## src/hw/rtl/windowed_event_rate_meter_top_defines.svh

```systemverilog
// assertion macros for the windowed event rate meter
// expects clk and rst in the scope of each use
`ifndef WINDOWED_EVENT_RATE_METER_TOP_DEFINES_SVH
`define WINDOWED_EVENT_RATE_METER_TOP_DEFINES_SVH

`ifndef SYNTH
`define WERM_ASSERT_IMP(name, pre, post, msg) \
  name: assert property (@(posedge clk) disable iff (rst) (pre) |-> (post)) else $error(msg);
`define WERM_ASSERT_NEXT(name, pre, post, msg) \
  name: assert property (@(posedge clk) disable iff (rst) (pre) |=> (post)) else $error(msg);
`else
`define WERM_ASSERT_IMP(name, pre, post, msg)
`define WERM_ASSERT_NEXT(name, pre, post, msg)
`endif

`endif

```

## src/hw/rtl/werm_pkg.sv

```systemverilog
// shared constants and types of the windowed event rate meter
// no dependencies
package werm_pkg;

  localparam int STAMP_W = 32;
  localparam int RATE_W = 18;
  localparam int COUNT_W = 7;
  localparam int HZ_W = 10;
  localparam int RATE_HZ = 1000;
  localparam logic [RATE_W-1:0] RATE_MAX = '1;

  localparam int DEF_WINDOW_DEPTH = 64;
  localparam int DEF_SOURCE_COUNT = 2;
  localparam int DEF_FRAC_BITS = 8;

  localparam int OUT_DATA_W = 64;
  localparam int OUT_USER_W = 2;

  typedef struct packed {
    logic busy;
    logic done;
  } div_stat_t;

endpackage

```

## src/hw/rtl/werm_div.sv

```systemverilog
// shared restoring divider, one quotient bit per cycle
// depends on werm_pkg
module werm_div #(
  parameter int DVD_W = werm_pkg::STAMP_W,
  parameter int DVS_W = werm_pkg::STAMP_W
) (
  input  logic               clk,
  input  logic               rst,
  input  logic               start,
  input  logic [DVD_W-1:0]   dividend,
  input  logic [DVS_W-1:0]   divisor,
  output werm_pkg::div_stat_t stat,
  output logic [DVD_W-1:0]   quotient
);

  localparam int CNT_W = $clog2(DVD_W + 1);
  localparam logic [CNT_W-1:0] CNT_LOAD = CNT_W'(DVD_W);
  localparam logic [CNT_W-1:0] CNT_LAST = CNT_W'(1);

  logic [DVS_W-1:0] rem;
  logic [DVD_W-1:0] quo;
  logic [DVS_W-1:0] dvs_q;
  logic [CNT_W-1:0] cnt;
  logic             done;
  logic [DVS_W:0]   trial;
  logic [DVS_W:0]   diff;
  logic             ge;

  assign trial = {rem, quo[DVD_W-1]};
  assign ge    = trial >= {1'b0, dvs_q};
  assign diff  = trial - {1'b0, dvs_q};

  always_ff @(posedge clk) begin
    if (start) begin
      rem   <= '0;
      quo   <= dividend;
      dvs_q <= divisor;
    end else if (cnt != '0) begin
      rem <= ge ? diff[DVS_W-1:0] : trial[DVS_W-1:0];
      quo <= {quo[DVD_W-2:0], ge};
    end
  end

  always_ff @(posedge clk) begin
    if (rst) begin
      cnt  <= '0;
      done <= 1'b0;
    end else if (start) begin
      cnt  <= CNT_LOAD;
      done <= 1'b0;
    end else begin
      done <= (cnt == CNT_LAST);
      if (cnt != '0) begin
        cnt <= cnt - CNT_LAST;
      end
    end
  end

  assign stat.busy = (cnt != '0);
  assign stat.done = done;
  assign quotient  = quo;

endmodule

```

## src/hw/rtl/windowed_event_rate_meter_top.sv

```systemverilog
// windowed event rate meter, top level: sequencer, window store, stats walk
// depends on werm_pkg, werm_div, windowed_event_rate_meter_top_defines.svh
//
//   channel  dir  tdata                                   tuser
//   s_axis   in   [31:0] stamp_ms                         [0] source
//   m_axis   out  [17:0] event_rate [35:18] average_rate  [0] source_out
//                 [53:36] peak_rate [60:54] sample_count  [1] accepted
//
// an event's time is set by the shared divider (rate, then average) over DVD_W bits,
// DVD_W being the wider of 10+FRAC_BITS and 18+log2(WINDOW_DEPTH), and by the
// one-read-per-cycle peak walk over the fill; a full window also passes the evict state
// a duplicate stamp skips the rate divide, a source out of range goes straight to done
// reset clears per-source stamps, fill, head and sum; the sample store is not cleared
// no beat is taken while a result waits; a result waits for a busy output register
`include "windowed_event_rate_meter_top_defines.svh"

module windowed_event_rate_meter_top #(
  parameter int WINDOW_DEPTH = werm_pkg::DEF_WINDOW_DEPTH,
  parameter int SOURCE_COUNT = werm_pkg::DEF_SOURCE_COUNT,
  parameter int FRAC_BITS    = werm_pkg::DEF_FRAC_BITS
) (
  input  logic                              clk,
  input  logic                              rst,
  input  logic                              s_axis_tvalid,
  output logic                              s_axis_tready,
  input  logic [werm_pkg::STAMP_W-1:0]      s_axis_tdata,   // stamp_ms
  input  logic [0:0]                        s_axis_tuser,   // source
  output logic                              m_axis_tvalid,
  input  logic                              m_axis_tready,
  output logic [werm_pkg::OUT_DATA_W-1:0]   m_axis_tdata,   // event_rate, average_rate,
                                                            // peak_rate, sample_count
  output logic [werm_pkg::OUT_USER_W-1:0]   m_axis_tuser    // source_out, accepted
);

  import werm_pkg::*;

  localparam int IDX_W      = $clog2(WINDOW_DEPTH);
  localparam int POS_W      = IDX_W + 1;
  localparam int FILL_W     = $clog2(WINDOW_DEPTH + 1);
  localparam int SRC_W      = (SOURCE_COUNT > 1) ? $clog2(SOURCE_COUNT) : 1;
  localparam int SUM_W      = RATE_W + IDX_W;
  localparam int RATE_NUM_W = HZ_W + FRAC_BITS;
  localparam int DVD_W      = (RATE_NUM_W > SUM_W) ? RATE_NUM_W : SUM_W;
  localparam int PAD_W      = OUT_DATA_W - 3 * RATE_W - COUNT_W;

  localparam logic [RATE_NUM_W-1:0] RATE_NUM   = RATE_NUM_W'(RATE_HZ) << FRAC_BITS;
  localparam logic [POS_W-1:0]      DEPTH_POS  = POS_W'(WINDOW_DEPTH);
  localparam logic [FILL_W-1:0]     DEPTH_FILL = FILL_W'(WINDOW_DEPTH);

  typedef enum logic [9:0] {
    S_IDLE     = 10'b00_0000_0001,
    S_CHECK    = 10'b00_0000_0010,
    S_RATE_DIV = 10'b00_0000_0100,
    S_PUSH     = 10'b00_0000_1000,
    S_EVICT    = 10'b00_0001_0000,
    S_COMMIT   = 10'b00_0010_0000,
    S_STATS    = 10'b00_0100_0000,
    S_AVG_DIV  = 10'b00_1000_0000,
    S_WALK     = 10'b01_0000_0000,
    S_DONE     = 10'b10_0000_0000
  } state_t;

  function automatic logic [IDX_W-1:0] wrap_pos(input logic [POS_W-1:0] i);
    logic [POS_W-1:0] d;
    d = (i >= DEPTH_POS) ? i - DEPTH_POS : i;
    return d[IDX_W-1:0];
  endfunction

  state_t state, state_next;

  logic                src_q;
  logic [STAMP_W-1:0]  stamp_q;
  logic [SRC_W-1:0]    src_idx;
  logic                src_ok;
  logic                dup;

  logic [STAMP_W-1:0]  last_stamp [SOURCE_COUNT];
  logic                stamp_seen [SOURCE_COUNT];
  logic [FILL_W-1:0]   win_fill   [SOURCE_COUNT];
  logic [IDX_W-1:0]    win_head   [SOURCE_COUNT];
  logic [SUM_W-1:0]    win_sum    [SOURCE_COUNT];

  logic [RATE_W-1:0]   win_mem [SOURCE_COUNT][WINDOW_DEPTH];
  logic [RATE_W-1:0]   win_rd;
  logic                mem_we;
  logic [IDX_W-1:0]    mem_wpos;
  logic [IDX_W-1:0]    mem_rpos;
  logic [IDX_W-1:0]    add_pos;
  logic [IDX_W-1:0]    walk_pos;

  logic [FILL_W-1:0]   cur_fill;
  logic [IDX_W-1:0]    cur_head;
  logic [SUM_W-1:0]    cur_sum;
  logic [RATE_W-1:0]   cur_rate;
  logic [RATE_W-1:0]   cur_avg;
  logic [RATE_W-1:0]   cur_peak;
  logic                cur_acc;
  logic                full;
  logic [FILL_W-1:0]   walk_k;
  logic                cmp_valid;

  logic                div_start;
  logic [DVD_W-1:0]    div_dvd;
  logic [STAMP_W-1:0]  div_dvs;
  logic [DVD_W-1:0]    div_quo;
  div_stat_t           div_stat;
  logic [RATE_W-1:0]   rate_sat;

  logic                out_free;
  logic                out_src;
  logic                out_acc;
  logic [RATE_W-1:0]   out_rate;
  logic [RATE_W-1:0]   out_avg;
  logic [RATE_W-1:0]   out_peak;
  logic [COUNT_W-1:0]  out_count;

  assign src_idx = SRC_W'(src_q);
  assign src_ok  = (int'(src_q) < SOURCE_COUNT);
  assign dup     = stamp_seen[src_idx] && (stamp_q == last_stamp[src_idx]);
  assign full    = !(cur_fill < DEPTH_FILL);
  assign add_pos  = wrap_pos({1'b0, cur_head} + POS_W'(cur_fill[IDX_W-1:0]));
  assign walk_pos = wrap_pos({1'b0, cur_head} + POS_W'(walk_k[IDX_W-1:0]));
  assign rate_sat = (div_quo > DVD_W'(RATE_MAX)) ? RATE_MAX : div_quo[RATE_W-1:0];
  assign out_free = !m_axis_tvalid || m_axis_tready;

  assign s_axis_tready = (state == S_IDLE);

  // shared divider: rate in check, average in stats
  assign div_start = ((state == S_CHECK) && src_ok && !dup && stamp_seen[src_idx])
                  || ((state == S_STATS) && (cur_fill != '0));
  assign div_dvd = (state == S_STATS) ? DVD_W'(cur_sum) : DVD_W'(RATE_NUM);
  assign div_dvs = (state == S_STATS) ? STAMP_W'(cur_fill) : stamp_q - last_stamp[src_idx];

  werm_div #(
    .DVD_W (DVD_W),
    .DVS_W (STAMP_W)
  ) u_div (
    .clk      (clk),
    .rst      (rst),
    .start    (div_start),
    .dividend (div_dvd),
    .divisor  (div_dvs),
    .stat     (div_stat),
    .quotient (div_quo)
  );

  always_comb begin
    state_next = state;
    unique case (state)
      S_IDLE: begin
        if (s_axis_tvalid) state_next = S_CHECK;
      end
      S_CHECK: begin
        priority if (!src_ok) state_next = S_DONE;
        else if (dup) state_next = S_STATS;
        else if (!stamp_seen[src_idx]) state_next = S_PUSH;
        else state_next = S_RATE_DIV;
      end
      S_RATE_DIV: begin
        if (div_stat.done) state_next = S_PUSH;
      end
      S_PUSH: begin
        state_next = full ? S_EVICT : S_COMMIT;
      end
      S_EVICT: begin
        state_next = S_COMMIT;
      end
      S_COMMIT: begin
        state_next = S_STATS;
      end
      S_STATS: begin
        state_next = (cur_fill == '0) ? S_DONE : S_AVG_DIV;
      end
      S_AVG_DIV: begin
        if (div_stat.done) state_next = S_WALK;
      end
      S_WALK: begin
        if (walk_k == cur_fill) state_next = S_DONE;
      end
      S_DONE: begin
        if (out_free) state_next = S_IDLE;
      end
      default: state_next = S_IDLE;
    endcase
  end

  // sample store
  assign mem_we   = ((state == S_PUSH) && !full) || (state == S_EVICT);
  assign mem_wpos = (state == S_EVICT) ? cur_head : add_pos;
  assign mem_rpos = (state == S_WALK) ? walk_pos : cur_head;

  always_ff @(posedge clk) begin
    if (mem_we) begin
      win_mem[src_idx][mem_wpos] <= cur_rate;
    end
    win_rd <= win_mem[src_idx][mem_rpos];
  end

  // control and per-source state
  always_ff @(posedge clk) begin
    if (rst) begin
      state         <= S_IDLE;
      m_axis_tvalid <= 1'b0;
      cmp_valid     <= 1'b0;
      for (int s = 0; s < SOURCE_COUNT; s++) begin
        last_stamp[s] <= '0;
        stamp_seen[s] <= 1'b0;
        win_fill[s]   <= '0;
        win_head[s]   <= '0;
        win_sum[s]    <= '0;
      end
    end else begin
      state     <= state_next;
      cmp_valid <= (state == S_WALK) && (walk_k != cur_fill);
      if ((state == S_DONE) && out_free) begin
        m_axis_tvalid <= 1'b1;
      end else if (m_axis_tvalid && m_axis_tready) begin
        m_axis_tvalid <= 1'b0;
      end
      if (state == S_COMMIT) begin
        last_stamp[src_idx] <= stamp_q;
        stamp_seen[src_idx] <= 1'b1;
        win_fill[src_idx]   <= cur_fill;
        win_head[src_idx]   <= cur_head;
        win_sum[src_idx]    <= cur_sum;
      end
    end
  end

  // working registers
  always_ff @(posedge clk) begin
    unique case (state)
      S_IDLE: begin
        src_q   <= s_axis_tuser[0];
        stamp_q <= s_axis_tdata;
      end
      S_CHECK: begin
        cur_head <= win_head[src_idx];
        cur_sum  <= win_sum[src_idx];
        cur_rate <= '0;
        cur_avg  <= '0;
        cur_acc  <= src_ok && !dup;
        cur_fill <= src_ok ? win_fill[src_idx] : '0;
      end
      S_RATE_DIV: begin
        if (div_stat.done) cur_rate <= rate_sat;
      end
      S_PUSH: begin
        if (!full) begin
          cur_fill <= cur_fill + FILL_W'(1);
          cur_sum  <= cur_sum + SUM_W'(cur_rate);
        end
      end
      S_EVICT: begin
        cur_sum  <= cur_sum - SUM_W'(win_rd) + SUM_W'(cur_rate);
        cur_head <= wrap_pos({1'b0, cur_head} + POS_W'(1));
      end
      S_STATS: begin
        walk_k <= '0;
      end
      S_AVG_DIV: begin
        if (div_stat.done) cur_avg <= div_quo[RATE_W-1:0];
      end
      S_WALK: begin
        if (walk_k != cur_fill) walk_k <= walk_k + FILL_W'(1);
      end
      S_COMMIT, S_DONE: begin
      end
      default: begin
      end
    endcase

    if ((state == S_CHECK) || (state == S_STATS)) begin
      cur_peak <= '0;
    end else if (cmp_valid && (win_rd > cur_peak)) begin
      cur_peak <= win_rd;
    end

    if ((state == S_DONE) && out_free) begin
      out_src   <= src_q;
      out_acc   <= cur_acc;
      out_rate  <= cur_rate;
      out_avg   <= cur_avg;
      out_peak  <= cur_peak;
      out_count <= COUNT_W'(cur_fill);
    end
  end

  assign m_axis_tdata = {{PAD_W{1'b0}}, out_count, out_peak, out_avg, out_rate};
  assign m_axis_tuser = {out_acc, out_src};

  `WERM_ASSERT_IMP(a_peak_ge_avg, m_axis_tvalid, out_peak >= out_avg, "peak below average")
  `WERM_ASSERT_IMP(a_ignored_no_rate, m_axis_tvalid && !out_acc, out_rate == '0, "ignored rate")
  `WERM_ASSERT_IMP(a_div_free, div_start, !div_stat.busy, "divider started while busy")
  `WERM_ASSERT_NEXT(a_one_event, s_axis_tvalid && s_axis_tready, !s_axis_tready, "busy beat")
  `WERM_ASSERT_IMP(a_fill_bound, 1'b1, win_fill[0] <= DEPTH_FILL, "window fill beyond depth")

endmodule
```

## config.mk

```make
export PLATFORM = sky130hd
export DESIGN_NAME = windowed_event_rate_meter_top
export DESIGN_NICKNAME = d
export VERILOG_FILES = /design/src/hw/rtl/werm_pkg.sv /design/src/hw/rtl/werm_div.sv /design/src/hw/rtl/windowed_event_rate_meter_top.sv
export VERILOG_INCLUDE_DIRS = /design/src /design/src/hw/rtl
export SDC_FILE = /design/constraint.sdc
export NUM_CORES = 2
export LEC_CHECK = 0
export ABC_AREA = 1
export ABC_CLOCK_PERIOD_IN_PS = 12150
export BUFFER_PORTS_ARGS = -buffer_cell sky130_fd_sc_hd__buf_2
export CAP_MARGIN = 20
export CORE_MARGIN = 8
export CORE_UTILIZATION = 30
export CTS_BUF_LIST = sky130_fd_sc_hd__clkbuf_2 sky130_fd_sc_hd__clkbuf_4 sky130_fd_sc_hd__clkbuf_8
export DETAILED_ROUTE_END_ITERATION = 8
export PLACE_DENSITY = 0.42
export SETUP_SLACK_MARGIN = 0.2
export SYNTH_ARGS = -nofsm -noshare
export SYNTH_HDL_FRONTEND = slang
export SYNTH_HIERARCHICAL = 1
export SYNTH_SLANG_ARGS = --single-unit
```

## constraint.sdc

```tcl
create_clock -name clk -period 12.15 [get_ports clk]
set_input_delay 0.6075 -clock clk [delete_from_list [all_inputs] [get_ports clk]]
set_output_delay 0.6075 -clock clk [all_outputs]
set_load 0.1 [all_outputs]
```

==> results.cfg <==
[status]
run_status = finished, final reports clean

[floorplan]
die_y_microns = 648
start_util = 0.301
boundaryPins = 105
core_sq_um = 398000
die-area_sq_um = 420000
rows = 232
die_x_microns = 648

[synth]
synth_warnings = 6
postSynthCellCount = 9645
synth_edf_count = 2675
synth_area_sq_um = 120000
ys.flop_type = edfxtp_1
synth_seq_cells = 2764
synthArstFlopShare = 0
synth_cell_types = 59
seq_area_frac_synth = 0.686
avgSynthCellArea_sq_um = 12.4

[finish]
multi_input_area_sq_um = 34400
finalNetCount = 10300
synthToLayoutAreaGrowth_pct = 14.9
fillers = 39300
seqCellArea_sq_um = 82100
drive_gt1_frac = 0.132

[clocking]
clock_latency_ns = 1.16
htreeDepth = 5
cts_num_sinks = 2764
post_cts_resized = 0
hold_buffers = 37
cts_buffers = 480
cts_tree = done
cts_buffer_depth = 4
root_buffer = clkbuf_8
cts.clk_slew.worst_paths_ns = 0.06
post-cts-setup-buffer-count = 0

[timing]
worst_pin_slew_ns = 1.23
rsz0062_at_grt = no
setup_tns_ns = 0
slew_viol_final = 0
final_hold_viol_count = 0
fin_ws_ns = 6.23
finalClockSkew_ns = 0.123
max_slew_margin = 0.183
setup_violations = 0
fin_crit_sh = 0.487
period_minus_slack_ns = 5.92
timing.fmax_mhz = 169

[critical_path]
cp_data_arrival_time_ns = 6.90
slowest_stage = buf_4
cp_max_fo = 114
setup.worst_path.end_class = register
slowest_delay_ns = 1.00
crit_top_cell = nand3_1
required_ns = 13.13
path_cells = buf_4 -> buf_12 -> buf_4 -> buf_4 -> mux2i_1 -> nand2_1 -> nand3_1 -> nand3_1 -> nand3_1 -> nand3_1 -> nand3_1 -> nand2_1
start_kind = register
worstSetupPathType = reg2reg

[grt]
antenna_found_initial = 25
grt_max_degree = 167
track_usage = 0.189
grt_pass1_wl_microns = 581000
overflow = 0
grt_pass1_vias = 78600

[route]
drcViolationCount = 0
num_vias = 78200
vias_per_cell = 4.98
routed_wl_microns = 409000
antenna_left = 0
post_drt_wl_per_cell_microns = 26.1
dr.pass1.iters = 7
drtIter0Drc = 6506

[min_path]
min_path_type = in2reg

[power_and_ir_drop]
irDropWorstVdd_v = 0.000109
leakage_uw = 0.0511
power_density_nw_per_um2 = 179

[placement]
gp_congestion = 0.847
dp_hpwl_microns = 238000
place_ws_ns = 6.17
port_buffers = 101

[run]
max_cap_violations = 0
-- final timing paths --
check,from,end,slack (ns),cells after the start
setup / recovery,register,win_rd[13],6.23,12
hold / removal,s_axis_tdata[20],stamp_q[20],0.23,2
setup reg to reg,register,win_rd[13],6.23,12
hold reg to reg,cur_avg[15],out_avg[15],0.41,0
-- power by group --
group	total, uW	switching [uW]	internal (uW)
registers	10900	212	10700
logic	5270	3510	1760
clock network	8490	3900	4590
-- state kept, by name, summed over array words and instances (netlist names), 24 cells and up, named ones only --
name            flops
cur_sum            24
last_stamp         64
stamp_q            32
u_div/dvs_q        32
u_div/quotient     24
u_div/rem          32
win_mem          2304
win_sum            48
-- worst max-delay path: cells and delay by family, from the launching register on --
| family | cells | cell delay, ns |
|---|---|---|
| buffers and inverters | 4 | 3.14 |
| and+or+nand+nor | 7 | 1.15 |
| DFF | 1 | 0.91 |
| muxes | 1 | 0.28 |
-- cell usage after synthesis, drive strengths merged (2+ instances only) --
cell type,instances,area (sq um)
edfxtp,2675,80300
nand2,2011,7620
nand3,1618,8130
mux2i,964,9650
inv,489,1840
nor2,372,1470
clkbuf,265,995
buf,241,1240
a21oi,197,990
nor3,160,833
ha,144,1800
o21ai,141,724
dfxtp,89,1780
nand4,37,231
xnor2,30,263
xor2,26,228
fa,23,460
or2,20,125
a21o,16,120
nand3b,16,120
o21bai,16,120
o211ai,14,105
a31oi,13,81.3
nor4,10,62.6
a21boi,9,67.6
o21a,8,60.1
clkinv,6,22.5
o221ai,5,43.8
o31ai,5,37.5
nor3b,4,30.0
a221oi,3,26.3
and2,3,18.8
o311ai,3,26.3
a211oi,2,15.0
a31o,2,17.5
-- cell usage in the layout, fill, tap and decap left out, types with 20 or more instances in the layout --
cell           instances
nor2_1               353
nor3_1                26
ha_1                 144
clkbuf_4             171
mux2i_1              964
nand3_1             1609
nand4_1               37
o21ai_0              125
inv_1                475
xor2_1                26
fa_1                  23
xnor2_1               30
edfxtp_1            2675
clkinv_1             112
clkbuf_8             505
dlygate4sd3_1         37
a21oi_1              195
or2_2                 20
buf_2                101
nor3_2               131
buf_4                267
nand2_1             1983
dfxtp_1               88
clkinv_2              42
-- routing by layer --
metal	track usage	up-vias	routed length [microns]
li1	-	35500	-
met1	0.262	39900	185000
met5	0	-	0
met4	0.0450	0	9610
met3	0.0285	519	22900
met2	0.311	2298	191000
-- area by class of cell --
cell class / instances / area share
sequential: 2764 / 0.597
multi-input combinational: 5882 / 0.250
clock buffer: 676 / 0.0598
tap: 5265 / 0.0479
timing repair buffer: 423 / 0.0236
inverter: 495 / 0.0136
clock inverter: 182 / 0.00840
antenna: 11 / 0.000200
-- stage by stage --
| stage | power, uW | hold WS [ns] | std cells | cell area, sq um | utilization |
|---|---|---|---|---|---|
| 2_1_floorplan | 14700 | 0.400 | 9647 | 120000 | - |
| 3_3_place_gp | 16400 | 0.405 | 14800 | 128000 | 0.321 |
| 3_5_place_dp | 16400 | 0.406 | 14800 | 128000 | 0.321 |
| 4_1_cts | 24900 | 0.0689 | 15700 | 138000 | 0.345 |
| 5_1_grt | 25800 | 0.0941 | 15700 | 138000 | 0.345 |
| 6_report | 24700 | 0.227 | 15700 | 138000 | 0.345 |
-- cell families (layout without fill, tap and decap cells) --
group	Yosys count	count (layout)	synth area share
adder cells (fa/ha/maj)	167	167	0.0189
multiplexers	964	964	0.0806
flip-flops	2764	2764	0.686
XOR/XNOR	56	56	0.00410
AO/OA/AOI/OAI	438	438	0.0206
other	1	14	0.0000313
AND/OR/NAND/NOR	4254	4254	0.156
buffers and inverters	1001	1776	0.0342
Note: power is estimated with default switching activity, not from simulation.
